==> src/rtl/ldet_pkg.sv <==
// ============================================================================
// ldet_pkg
// Shared constants and types of the Leibniz determinant block.
// ============================================================================
package ldet_pkg;

    localparam int MaxOrderDef   = 7;
    localparam int EntryWidthDef = 8;

    localparam int DataWidth     = 64;
    localparam int InWidth       = 8;
    localparam int OrderCfgWidth = 3;
    localparam int ApbAddrWidth  = 3;
    localparam int ApbDataWidth  = 32;

    localparam logic [OrderCfgWidth-1:0] OrderReset = 3'd3;

    // register indexes (word address bit of paddr)
    localparam logic RegMatrixOrder = 1'b0;

    typedef struct packed {
        logic restart;
        logic step;
    } perm_ctrl_t;

    typedef struct packed {
        logic odd;
        logic last;
    } perm_status_t;

endpackage

==> src/rtl/ldet_store.sv <==
// ============================================================================
// ldet_store
// Matrix entry memory, one write port, one registered read port.
// ============================================================================
module ldet_store #(
    parameter int MAX_ORDER   = ldet_pkg::MaxOrderDef,
    parameter int ENTRY_WIDTH = ldet_pkg::EntryWidthDef
) (
    input  logic                                     clk,
    input  logic                                     wr_en,
    input  logic [$clog2(MAX_ORDER*MAX_ORDER)-1:0]   wr_addr,
    input  logic [ENTRY_WIDTH-1:0]                   wr_data,
    input  logic [$clog2(MAX_ORDER*MAX_ORDER)-1:0]   rd_addr,
    output logic [ENTRY_WIDTH-1:0]                   rd_data
);

    localparam int Depth = MAX_ORDER * MAX_ORDER;

    logic [ENTRY_WIDTH-1:0] mem [Depth];
    logic [ENTRY_WIDTH-1:0] rd_data_reg;

    always_ff @(posedge clk)
    begin
        if (wr_en)
        begin
            mem[wr_addr] <= wr_data;
        end
        rd_data_reg <= mem[rd_addr];
    end

    assign rd_data = rd_data_reg;

endmodule

==> src/rtl/ldet_perm.sv <==
// ============================================================================
// ldet_perm
// Permutation sequencer: factorial-base digit counter, column pick for the
// current row and inversion parity of the current permutation.
// ============================================================================
module ldet_perm #(
    parameter int MAX_ORDER = ldet_pkg::MaxOrderDef
) (
    input  logic                               clk,
    input  logic                               rst_n,
    input  ldet_pkg::perm_ctrl_t               ctrl,
    input  logic [$clog2(MAX_ORDER+1)-1:0]     order,
    input  logic [$clog2(MAX_ORDER+1)-1:0]     row,
    input  logic [MAX_ORDER-1:0]               used,
    output logic [$clog2(MAX_ORDER)-1:0]       col,
    output ldet_pkg::perm_status_t             status
);

    localparam int OrderW = $clog2(MAX_ORDER + 1);
    localparam int ColW   = $clog2(MAX_ORDER);

    logic [ColW-1:0] digit_reg  [MAX_ORDER];
    logic [ColW-1:0] digit_next [MAX_ORDER];
    logic [ColW-1:0] digit_inc  [MAX_ORDER];
    logic [ColW-1:0] row_digit;
    logic            carry;

    // digit of the current row
    always_comb
    begin
        row_digit = '0;
        for (int i = 0; i < MAX_ORDER; i++)
        begin
            if (row == OrderW'(i))
            begin
                row_digit = digit_reg[i];
            end
        end
    end

    // pick the row_digit-th free column
    always_comb
    begin
        int  zeros;
        logic found;
        zeros = 0;
        found = 1'b0;
        col   = '0;
        for (int c = 0; c < MAX_ORDER; c++)
        begin
            if (!found && !used[c])
            begin
                if (zeros == int'(row_digit))
                begin
                    col   = ColW'(c);
                    found = 1'b1;
                end
                zeros++;
            end
        end
    end

    // odometer step, last digit moves fastest
    always_comb
    begin
        carry = 1'b1;
        for (int r = MAX_ORDER - 1; r >= 0; r--)
        begin
            digit_inc[r] = digit_reg[r];
            if (carry && (r < int'(order) - 1))
            begin
                if (int'(digit_reg[r]) == int'(order) - 1 - r)
                begin
                    digit_inc[r] = '0;
                end
                else
                begin
                    digit_inc[r] = digit_reg[r] + ColW'(1);
                    carry        = 1'b0;
                end
            end
        end
    end

    always_comb
    begin
        for (int r = 0; r < MAX_ORDER; r++)
        begin
            if (ctrl.restart)
            begin
                digit_next[r] = '0;
            end
            else if (ctrl.step)
            begin
                digit_next[r] = digit_inc[r];
            end
            else
            begin
                digit_next[r] = digit_reg[r];
            end
        end
    end

    // sum of the digits is the inversion count
    always_comb
    begin
        status.odd = 1'b0;
        for (int r = 0; r < MAX_ORDER; r++)
        begin
            status.odd = status.odd ^ digit_reg[r][0];
        end
        status.last = carry;
    end

    always_ff @(posedge clk or negedge rst_n)
    begin
        if (!rst_n)
        begin
            for (int r = 0; r < MAX_ORDER; r++)
            begin
                digit_reg[r] <= '0;
            end
        end
        else
        begin
            for (int r = 0; r < MAX_ORDER; r++)
            begin
                digit_reg[r] <= digit_next[r];
            end
        end
    end

endmodule

==> src/rtl/leibniz_determinant.sv <==
// ============================================================================
// leibniz_determinant
// Loads a square matrix row-major, one signed entry per request, then sums
// the signed products of all permutations with one shared multiplier.
// ============================================================================
//  channel   signals                               direction
//  request   start, busy, entry_value              in/out
//  result    done, determinant                     out
//  config    psel, penable, pwrite, paddr, pwdata, in/out
//            prdata, pready
//
//  a load request writes one entry; the last of n*n entries starts the sum
//  the sum steps through all n! permutations: per permutation n reads of the
//  entry memory overlapped with the multiplier, then an accumulate state
//  done strobes for one cycle after the sum; busy is high while summing
//  the receiver cannot stall; determinant is held from the done cycle until the next result
//  reset clears the load count and the sum; order resets to 3
// ============================================================================
module leibniz_determinant #(
    parameter int MAX_ORDER   = ldet_pkg::MaxOrderDef,
    parameter int ENTRY_WIDTH = ldet_pkg::EntryWidthDef
) (
    input  logic                                    clk,
    input  logic                                    rst_n,
    input  logic                                    start,
    output logic                                    busy,
    input  logic signed [ldet_pkg::InWidth-1:0]     entry_value,
    output logic                                    done,
    output logic signed [ldet_pkg::DataWidth-1:0]   determinant,
    input  logic                                    psel,
    input  logic                                    penable,
    input  logic                                    pwrite,
    input  logic [ldet_pkg::ApbAddrWidth-1:0]       paddr,
    input  logic [ldet_pkg::ApbDataWidth-1:0]       pwdata,
    output logic [ldet_pkg::ApbDataWidth-1:0]       prdata,
    output logic                                    pready
);

    localparam int OrderW = $clog2(MAX_ORDER + 1);
    localparam int ColW   = $clog2(MAX_ORDER);
    localparam int Depth  = MAX_ORDER * MAX_ORDER;
    localparam int AddrW  = $clog2(Depth);
    localparam int BaseW  = $clog2(Depth + 1);
    localparam int TotW   = 2 * OrderW;
    localparam int DataW  = ldet_pkg::DataWidth;

    typedef enum logic [1:0] {
        S_IDLE,
        S_RUN,
        S_ACC
    } state_t;

    state_t                            state_reg,     state_next;
    logic [ldet_pkg::OrderCfgWidth-1:0] order_reg,    order_next;
    logic [AddrW-1:0]                  load_cnt_reg,  load_cnt_next;
    logic [OrderW-1:0]                 row_reg,       row_next;
    logic [BaseW-1:0]                  base_reg,      base_next;
    logic [MAX_ORDER-1:0]              used_reg,      used_next;
    logic                              pend_reg,      pend_next;
    logic [DataW-1:0]                  prod_reg,      prod_next;
    logic [DataW-1:0]                  sum_reg,       sum_next;
    logic [DataW-1:0]                  det_reg,       det_next;
    logic                              done_reg,      done_next;

    logic [OrderW-1:0]                 eff_order;
    logic [TotW-1:0]                   total;
    logic                              req_accept;
    logic                              cfg_write;
    logic                              issue;
    logic [BaseW-1:0]                  addr_sum;
    logic [AddrW-1:0]                  rd_addr;
    logic [ENTRY_WIDTH-1:0]            rd_data;
    logic [ColW-1:0]                   col;
    logic signed [DataW+ENTRY_WIDTH-1:0] mul_full;
    logic [DataW-1:0]                  acc;
    ldet_pkg::perm_ctrl_t              perm_ctrl;
    ldet_pkg::perm_status_t            perm_status;

    always_comb
    begin
        if (order_reg == '0)
        begin
            eff_order = OrderW'(1);
        end
        else if (int'(order_reg) > MAX_ORDER)
        begin
            eff_order = OrderW'(MAX_ORDER);
        end
        else
        begin
            eff_order = OrderW'(order_reg);
        end
    end

    assign total      = TotW'(eff_order) * TotW'(eff_order);
    assign busy       = (state_reg != S_IDLE);
    assign req_accept = start && !busy;
    assign cfg_write  = psel && penable && pwrite && pready;
    assign pready     = 1'b1;
    assign prdata     = (paddr[2] == ldet_pkg::RegMatrixOrder)
                        ? ldet_pkg::ApbDataWidth'(order_reg) : '0;

    assign issue    = (row_reg < eff_order);
    assign addr_sum = base_reg + BaseW'(col);
    assign rd_addr  = addr_sum[AddrW-1:0];
    assign mul_full = $signed(prod_reg) * $signed(rd_data);
    assign acc      = perm_status.odd ? (sum_reg - prod_reg) : (sum_reg + prod_reg);

    ldet_store #(
        .MAX_ORDER   (MAX_ORDER),
        .ENTRY_WIDTH (ENTRY_WIDTH)
    ) u_store (
        .clk     (clk),
        .wr_en   (req_accept),
        .wr_addr (load_cnt_reg),
        .wr_data (entry_value[ENTRY_WIDTH-1:0]),
        .rd_addr (rd_addr),
        .rd_data (rd_data)
    );

    ldet_perm #(
        .MAX_ORDER (MAX_ORDER)
    ) u_perm (
        .clk    (clk),
        .rst_n  (rst_n),
        .ctrl   (perm_ctrl),
        .order  (eff_order),
        .row    (row_reg),
        .used   (used_reg),
        .col    (col),
        .status (perm_status)
    );

    always_comb
    begin
        state_next        = state_reg;
        order_next        = order_reg;
        load_cnt_next     = load_cnt_reg;
        row_next          = row_reg;
        base_next         = base_reg;
        used_next         = used_reg;
        pend_next         = pend_reg;
        prod_next         = prod_reg;
        sum_next          = sum_reg;
        det_next          = det_reg;
        done_next         = 1'b0;
        perm_ctrl.restart = 1'b0;
        perm_ctrl.step    = 1'b0;

        unique case (state_reg)
            S_IDLE:
            begin
                if (cfg_write && (paddr[2] == ldet_pkg::RegMatrixOrder))
                begin
                    order_next    = pwdata[ldet_pkg::OrderCfgWidth-1:0];
                    load_cnt_next = '0;
                    sum_next      = '0;
                end
                else if (req_accept)
                begin
                    if ((TotW'(load_cnt_reg) + TotW'(1)) >= total)
                    begin
                        load_cnt_next     = '0;
                        row_next          = '0;
                        base_next         = '0;
                        used_next         = '0;
                        pend_next         = 1'b0;
                        prod_next         = DataW'(1);
                        sum_next          = '0;
                        perm_ctrl.restart = 1'b1;
                        state_next        = S_RUN;
                    end
                    else
                    begin
                        load_cnt_next = load_cnt_reg + AddrW'(1);
                    end
                end
            end

            S_RUN:
            begin
                if (pend_reg)
                begin
                    prod_next = mul_full[DataW-1:0];
                end
                if (issue)
                begin
                    used_next = used_reg | (MAX_ORDER'(1) << col);
                    base_next = base_reg + BaseW'(eff_order);
                    row_next  = row_reg + OrderW'(1);
                    pend_next = 1'b1;
                end
                else
                begin
                    pend_next  = 1'b0;
                    state_next = S_ACC;
                end
            end

            S_ACC:
            begin
                perm_ctrl.step = 1'b1;
                row_next       = '0;
                base_next      = '0;
                used_next      = '0;
                prod_next      = DataW'(1);
                if (perm_status.last)
                begin
                    det_next   = acc;
                    done_next  = 1'b1;
                    sum_next   = '0;
                    state_next = S_IDLE;
                end
                else
                begin
                    sum_next   = acc;
                    state_next = S_RUN;
                end
            end

            default:
            begin
                state_next = S_IDLE;
            end
        endcase
    end

    always_ff @(posedge clk or negedge rst_n)
    begin
        if (!rst_n)
        begin
            state_reg    <= S_IDLE;
            order_reg    <= ldet_pkg::OrderReset;
            load_cnt_reg <= '0;
            row_reg      <= '0;
            base_reg     <= '0;
            used_reg     <= '0;
            pend_reg     <= 1'b0;
            prod_reg     <= '0;
            sum_reg      <= '0;
            det_reg      <= '0;
            done_reg     <= 1'b0;
        end
        else
        begin
            state_reg    <= state_next;
            order_reg    <= order_next;
            load_cnt_reg <= load_cnt_next;
            row_reg      <= row_next;
            base_reg     <= base_next;
            used_reg     <= used_next;
            pend_reg     <= pend_next;
            prod_reg     <= prod_next;
            sum_reg      <= sum_next;
            det_reg      <= det_next;
            done_reg     <= done_next;
        end
    end

    assign done        = done_reg;
    assign determinant = det_reg;

    // result only follows the final accumulate
    a_done_after_acc: assert property (@(posedge clk) disable iff (!rst_n)
        done_reg |-> $past(state_reg == S_ACC))
        else $error("result strobe without final accumulate");

    a_done_single: assert property (@(posedge clk) disable iff (!rst_n)
        done_reg |=> !done_reg)
        else $error("result strobe longer than one cycle");

    // one column taken per fetched row
    a_used_count: assert property (@(posedge clk) disable iff (!rst_n)
        (state_reg == S_RUN) |-> ($countones(used_reg) == int'(row_reg)))
        else $error("column mask out of step with row count");

    a_row_bound: assert property (@(posedge clk) disable iff (!rst_n)
        (state_reg == S_RUN) |-> (row_reg <= eff_order))
        else $error("row count past matrix order");

endmodule
==> config.mk <==
export PLATFORM = sky130hd
export DESIGN_NAME = leibniz_determinant
export DESIGN_NICKNAME = d
export VERILOG_FILES = /design/src/rtl/ldet_pkg.sv /design/src/rtl/ldet_store.sv /design/src/rtl/ldet_perm.sv /design/src/rtl/leibniz_determinant.sv
export SDC_FILE = /design/constraint.sdc
export NUM_CORES = 2
export LEC_CHECK = 0
export BUFFER_PORTS_ARGS = -buffer_cell sky130_fd_sc_hd__clkbuf_2
export CAP_MARGIN = 20
export CELL_PAD_IN_SITES_DETAIL_PLACEMENT = 0
export CELL_PAD_IN_SITES_GLOBAL_PLACEMENT = 2
export CORE_UTILIZATION = 46
export DETAILED_ROUTE_END_ITERATION = 10
export MAX_ROUTING_LAYER = met4
export PLACE_DENSITY = 0.92
export SYNTH_ARGS = -nofsm -noshare
export SYNTH_HDL_FRONTEND = slang
export SYNTH_HIERARCHICAL = 1
export SYNTH_SLANG_ARGS = --single-unit
==> constraint.sdc <==
create_clock -name clk -period 11.5 [get_ports clk]
set_input_delay 0.575 -clock clk [delete_from_list [all_inputs] [get_ports clk]]
set_output_delay 0.575 -clock clk [all_outputs]
set_load 0.01 [all_outputs]
==> key figures <==
Run status
  – Result of the run: finished, violations left
  – Violated checks: design-rule violations, negative hold slack

Routing
  – Vias per Instance: roughly 5.5
  – Number of nets still failing antenna checks after routing: 0
  – Routed Wire Length: ~120,000 um
  – Vias: 33,700
  – Average detailed-routed wire length per instance: ~20 um
  – DRC: 6
  – Number of design-rule violations left by the first detailed-router iteration: about 2,300
  – Number of detailed-route iterations in the first pass: 8

Worst setup path
  – Top cell by count, worst path: sky130_fd_sc_hd__ha_1
  – Worst Path Arrival: about 9800 ps
  – Worst path required time: ~12,000 ps
  – Crit path max-delay cell type: sky130_fd_sc_hd__dfrtp_1
  – Maximum fanout count along the critical path: 25
  – Worst setup SP type: register
  – Slowest Stage Delay on Critical Path: ~690 ps
  – Worst setup path category: register to register
  – Critical Path End Type: register

Clocking
  – Maximum number of buffers from clock root to sink: 3
  – Number of gates given a new drive strength after cts: 0
  – Inserted Clock Buffers: just over 70
  – Clk slew on worst S/H paths: ~60 ps
  – Clk Latency, worst-skew pair: 670 ps
  – TritonCTS clock tree: yes
  – Sinks on Clock Net: ~640
  – Total of hold buffers inserted after clock tree synthesis: 0
  – Cell chosen for the clock root: sky130_fd_sc_hd__clkbuf_16
  – Count of H-tree levels built during CTS: 3
  – Count of buffers added by post-CTS timing repair for setup: 0

Synth
  – Async S/R FF share, synth: a little under two fifths
  – Cell taking the most area after synthesis: sky130_fd_sc_hd__edfxtp_1
  – Most common cell in the netlist: sky130_fd_sc_hd__inv_1
  – Distinct cells, synth: 108
  – Number of flops mapped to enable cells by yosys: 392
  – List of most frequent post-synthesis cells: sky130_fd_sc_hd__inv_1, sky130_fd_sc_hd__and2_1, sky130_fd_sc_hd__nand2_1
  – Syn Std Cell Area: slightly below 0.05 mm^2
  – Synthesis-stage register bit count: 642
  – Post-Syn Instances: approximately 4,700
  – Synth top area cells: sky130_fd_sc_hd__edfxtp_1, sky130_fd_sc_hd__fa_1, sky130_fd_sc_hd__dfrtp_1
  – Sequential cell area fraction in the yosys report: 36.7%
  – Top-area cell type share of the netlist area: a little under a quarter
  – Synth Area per Inst: 10.4 um^2
  – Most used flip-flop cell after synthesis: sky130_fd_sc_hd__edfxtp_1
  – Yosys Warn Count: 6

STA
  – Min Tclk post-route: 9360 ps
  – Final-report max-slew violation count: 0
  – Final hold viol count: 19
  – Measured slew at the worst slew-check pin: 1080 ps
  – Final cycle utilization of the critical path: just over 80%
  – TNS Setup: 0 ps
  – Maximum clock frequency: about 0.11 GHz
  – WHS: -25.8 ps
  – Final worst slack: 2140 ps
  – Slew HR: approximately 28%
  – Setup violators final: 0
  – Unrepaired setup endpoints after global routing: false
  – Maximum clock skew at final layout: roughly 63 ps

Floorplanning
  – Die Outline Area: roughly 0.11 mm^2
  – Initial cell density of the core: between 40 and 50%
  – Horizontal die dimension: ~330 um
  – Floorplan die height: about 330 um
  – Top Ports: 148
  – Standard cell core area: approximately 0.11 mm^2
  – Number of core rows: about 120

Layout
  – Share of layout cells above drive strength 1: a little under 10%
  – NumNets Final: ~5,300
  – Flip-flop count of the largest register, all copies and words added: 392
  – Syn-to-layout area delta: 7.84%
  – Register ranked first by flip-flop count: u_store/mem
  – Number of antenna repair diodes: 0

Global route
  – Global-route wire length before repair: slightly below 200,000 um
  – Maximum number of pins on one net before global-route repair: roughly 130
  – Overall routing resource usage: a little under a quarter
  – GRT overflow: 0
  – Initial antenna violation count: 0
  – Vias in the first global route: around 34,000

Run
  – Total of max-cap violations: 0

Placed design
  – Sum of net half-perimeters after detailed placement: approximately 88,000 um
  – Worst-case setup slack after placement: 2370 ps
  – Port Buffers: 86
  – RePlAce Congestion: between 0.8 and 0.9

Hold path
  – Min-delay worst type: input pin to async pin
-- cell type report --
class / instances / area, um^2
fillers: 9541 / 52600
multi-input cells: 3251 / 27900
flip-flops and latches: 642 / 18000
inverters: 537 / 2020
clock buffers: 87 / 1890
well taps: 1391 / 1740
repair buffers: 129 / 833
clock inverters: 43 / 567
-- worst max-delay path: cells and delay by family, from the launching register on --
kind	cells	cell delay (ps)
adders and majority gates	5	1790
xor gates and xnor gates	1	440
muxes	4	1260
DFF	1	690
buffers and inverters	5	1350
and+or+nand+nor	7	1140
AOI/OAI and AO/OA	8	2490
-- per-stage QoR --
stage / instance area [um^2] / cells / hold slack [ps] / utilization (%)
after floorplan: 49200 / 4734 / 279 / -
after global placement: 50400 / 5946 / 461 / 47.8
after detailed placement: 50400 / 5947 / 462 / 47.8
after CTS: 52900 / 6077 / 8.50 / 50.1
after global routing: 52900 / 6080 / 64.2 / 50.1
final: 52900 / 6080 / -25.8 / 50.1
-- cell usage in the layout (no fill, tap or decap), types with 17 or more instances in the layout --
| master | instances |
|---|---|
| sky130_fd_sc_hd__a211oi_1 | 17 |
| sky130_fd_sc_hd__a21o_1 | 91 |
| sky130_fd_sc_hd__a21oi_1 | 189 |
| sky130_fd_sc_hd__a22o_1 | 49 |
| sky130_fd_sc_hd__a31oi_1 | 44 |
| sky130_fd_sc_hd__and2_1 | 396 |
| sky130_fd_sc_hd__buf_4 | 36 |
| sky130_fd_sc_hd__clkbuf_16 | 71 |
| sky130_fd_sc_hd__clkbuf_2 | 85 |
| sky130_fd_sc_hd__conb_1 | 30 |
| sky130_fd_sc_hd__dfrtp_1 | 240 |
| sky130_fd_sc_hd__edfxtp_1 | 392 |
| sky130_fd_sc_hd__fa_1 | 352 |
| sky130_fd_sc_hd__ha_1 | 237 |
| sky130_fd_sc_hd__inv_1 | 533 |
| sky130_fd_sc_hd__mux2_2 | 48 |
| sky130_fd_sc_hd__mux2i_1 | 26 |
| sky130_fd_sc_hd__mux4_2 | 96 |
| sky130_fd_sc_hd__nand2_1 | 394 |
| sky130_fd_sc_hd__nand2b_1 | 37 |
| sky130_fd_sc_hd__nand3_1 | 63 |
| sky130_fd_sc_hd__nand4_1 | 45 |
| sky130_fd_sc_hd__nor2_1 | 275 |
| sky130_fd_sc_hd__nor2b_1 | 35 |
| sky130_fd_sc_hd__nor3_1 | 50 |
| sky130_fd_sc_hd__o211ai_1 | 22 |
| sky130_fd_sc_hd__o21ai_0 | 184 |
| sky130_fd_sc_hd__o21bai_1 | 28 |
| sky130_fd_sc_hd__o22ai_1 | 22 |
| sky130_fd_sc_hd__o31ai_1 | 33 |
| sky130_fd_sc_hd__xnor2_1 | 168 |
| sky130_fd_sc_hd__xor2_1 | 69 |
-- kinds of logic (layout without fill, tap and decap cells) --
logic type	after synthesis	in the layout	share of synthesized area (%)
other	2	30	0.0153
AOI/OAI and AO/OA	810	810	11.0
buffers and inverters	841	796	6.88
adders and majority gates	590	590	20.4
DFF	642	642	36.7
muxes	174	174	6.15
xor gates and xnor gates	244	244	4.44
and+or+nand+nor	1403	1403	14.5
-- layer usage --
metal | vias up | track usage, % | routed length [um] | share of wire [%]
met3 | 149 | 2.36 | 4680 | 3.8
met4 | 0 | 5.57 | 2680 | 2.2
met2 | 774 | 39.3 | 60100 | 49
li1 | 15800 | - | - | -
met5 | - | - | 0 | 0
met1 | 17000 | 31.9 | 55000 | 45
-- worst paths after layout --
kind | from | end | slack, ps | cells after the start
worst max-delay path | row_reg[1] | u_store/rd_data[2] | 2140 | 30
worst min-delay path | rst_n | u_perm/digit_reg[9] | -30 | 1
worst max register to register | row_reg[1] | u_store/rd_data[2] | 2140 | 30
worst min register to register | determinant[35] | determinant[35] | 470 | 2
max in group asynchronous | rst_n | prod_reg[21] | 10120 | 2
min in group clk | pwdata[0] | order_reg[0] | 160 | 2
Power is left out: the tool's default activity adds up to more than one toggle a clock period on the data nets, which glitch-free logic cannot reach.
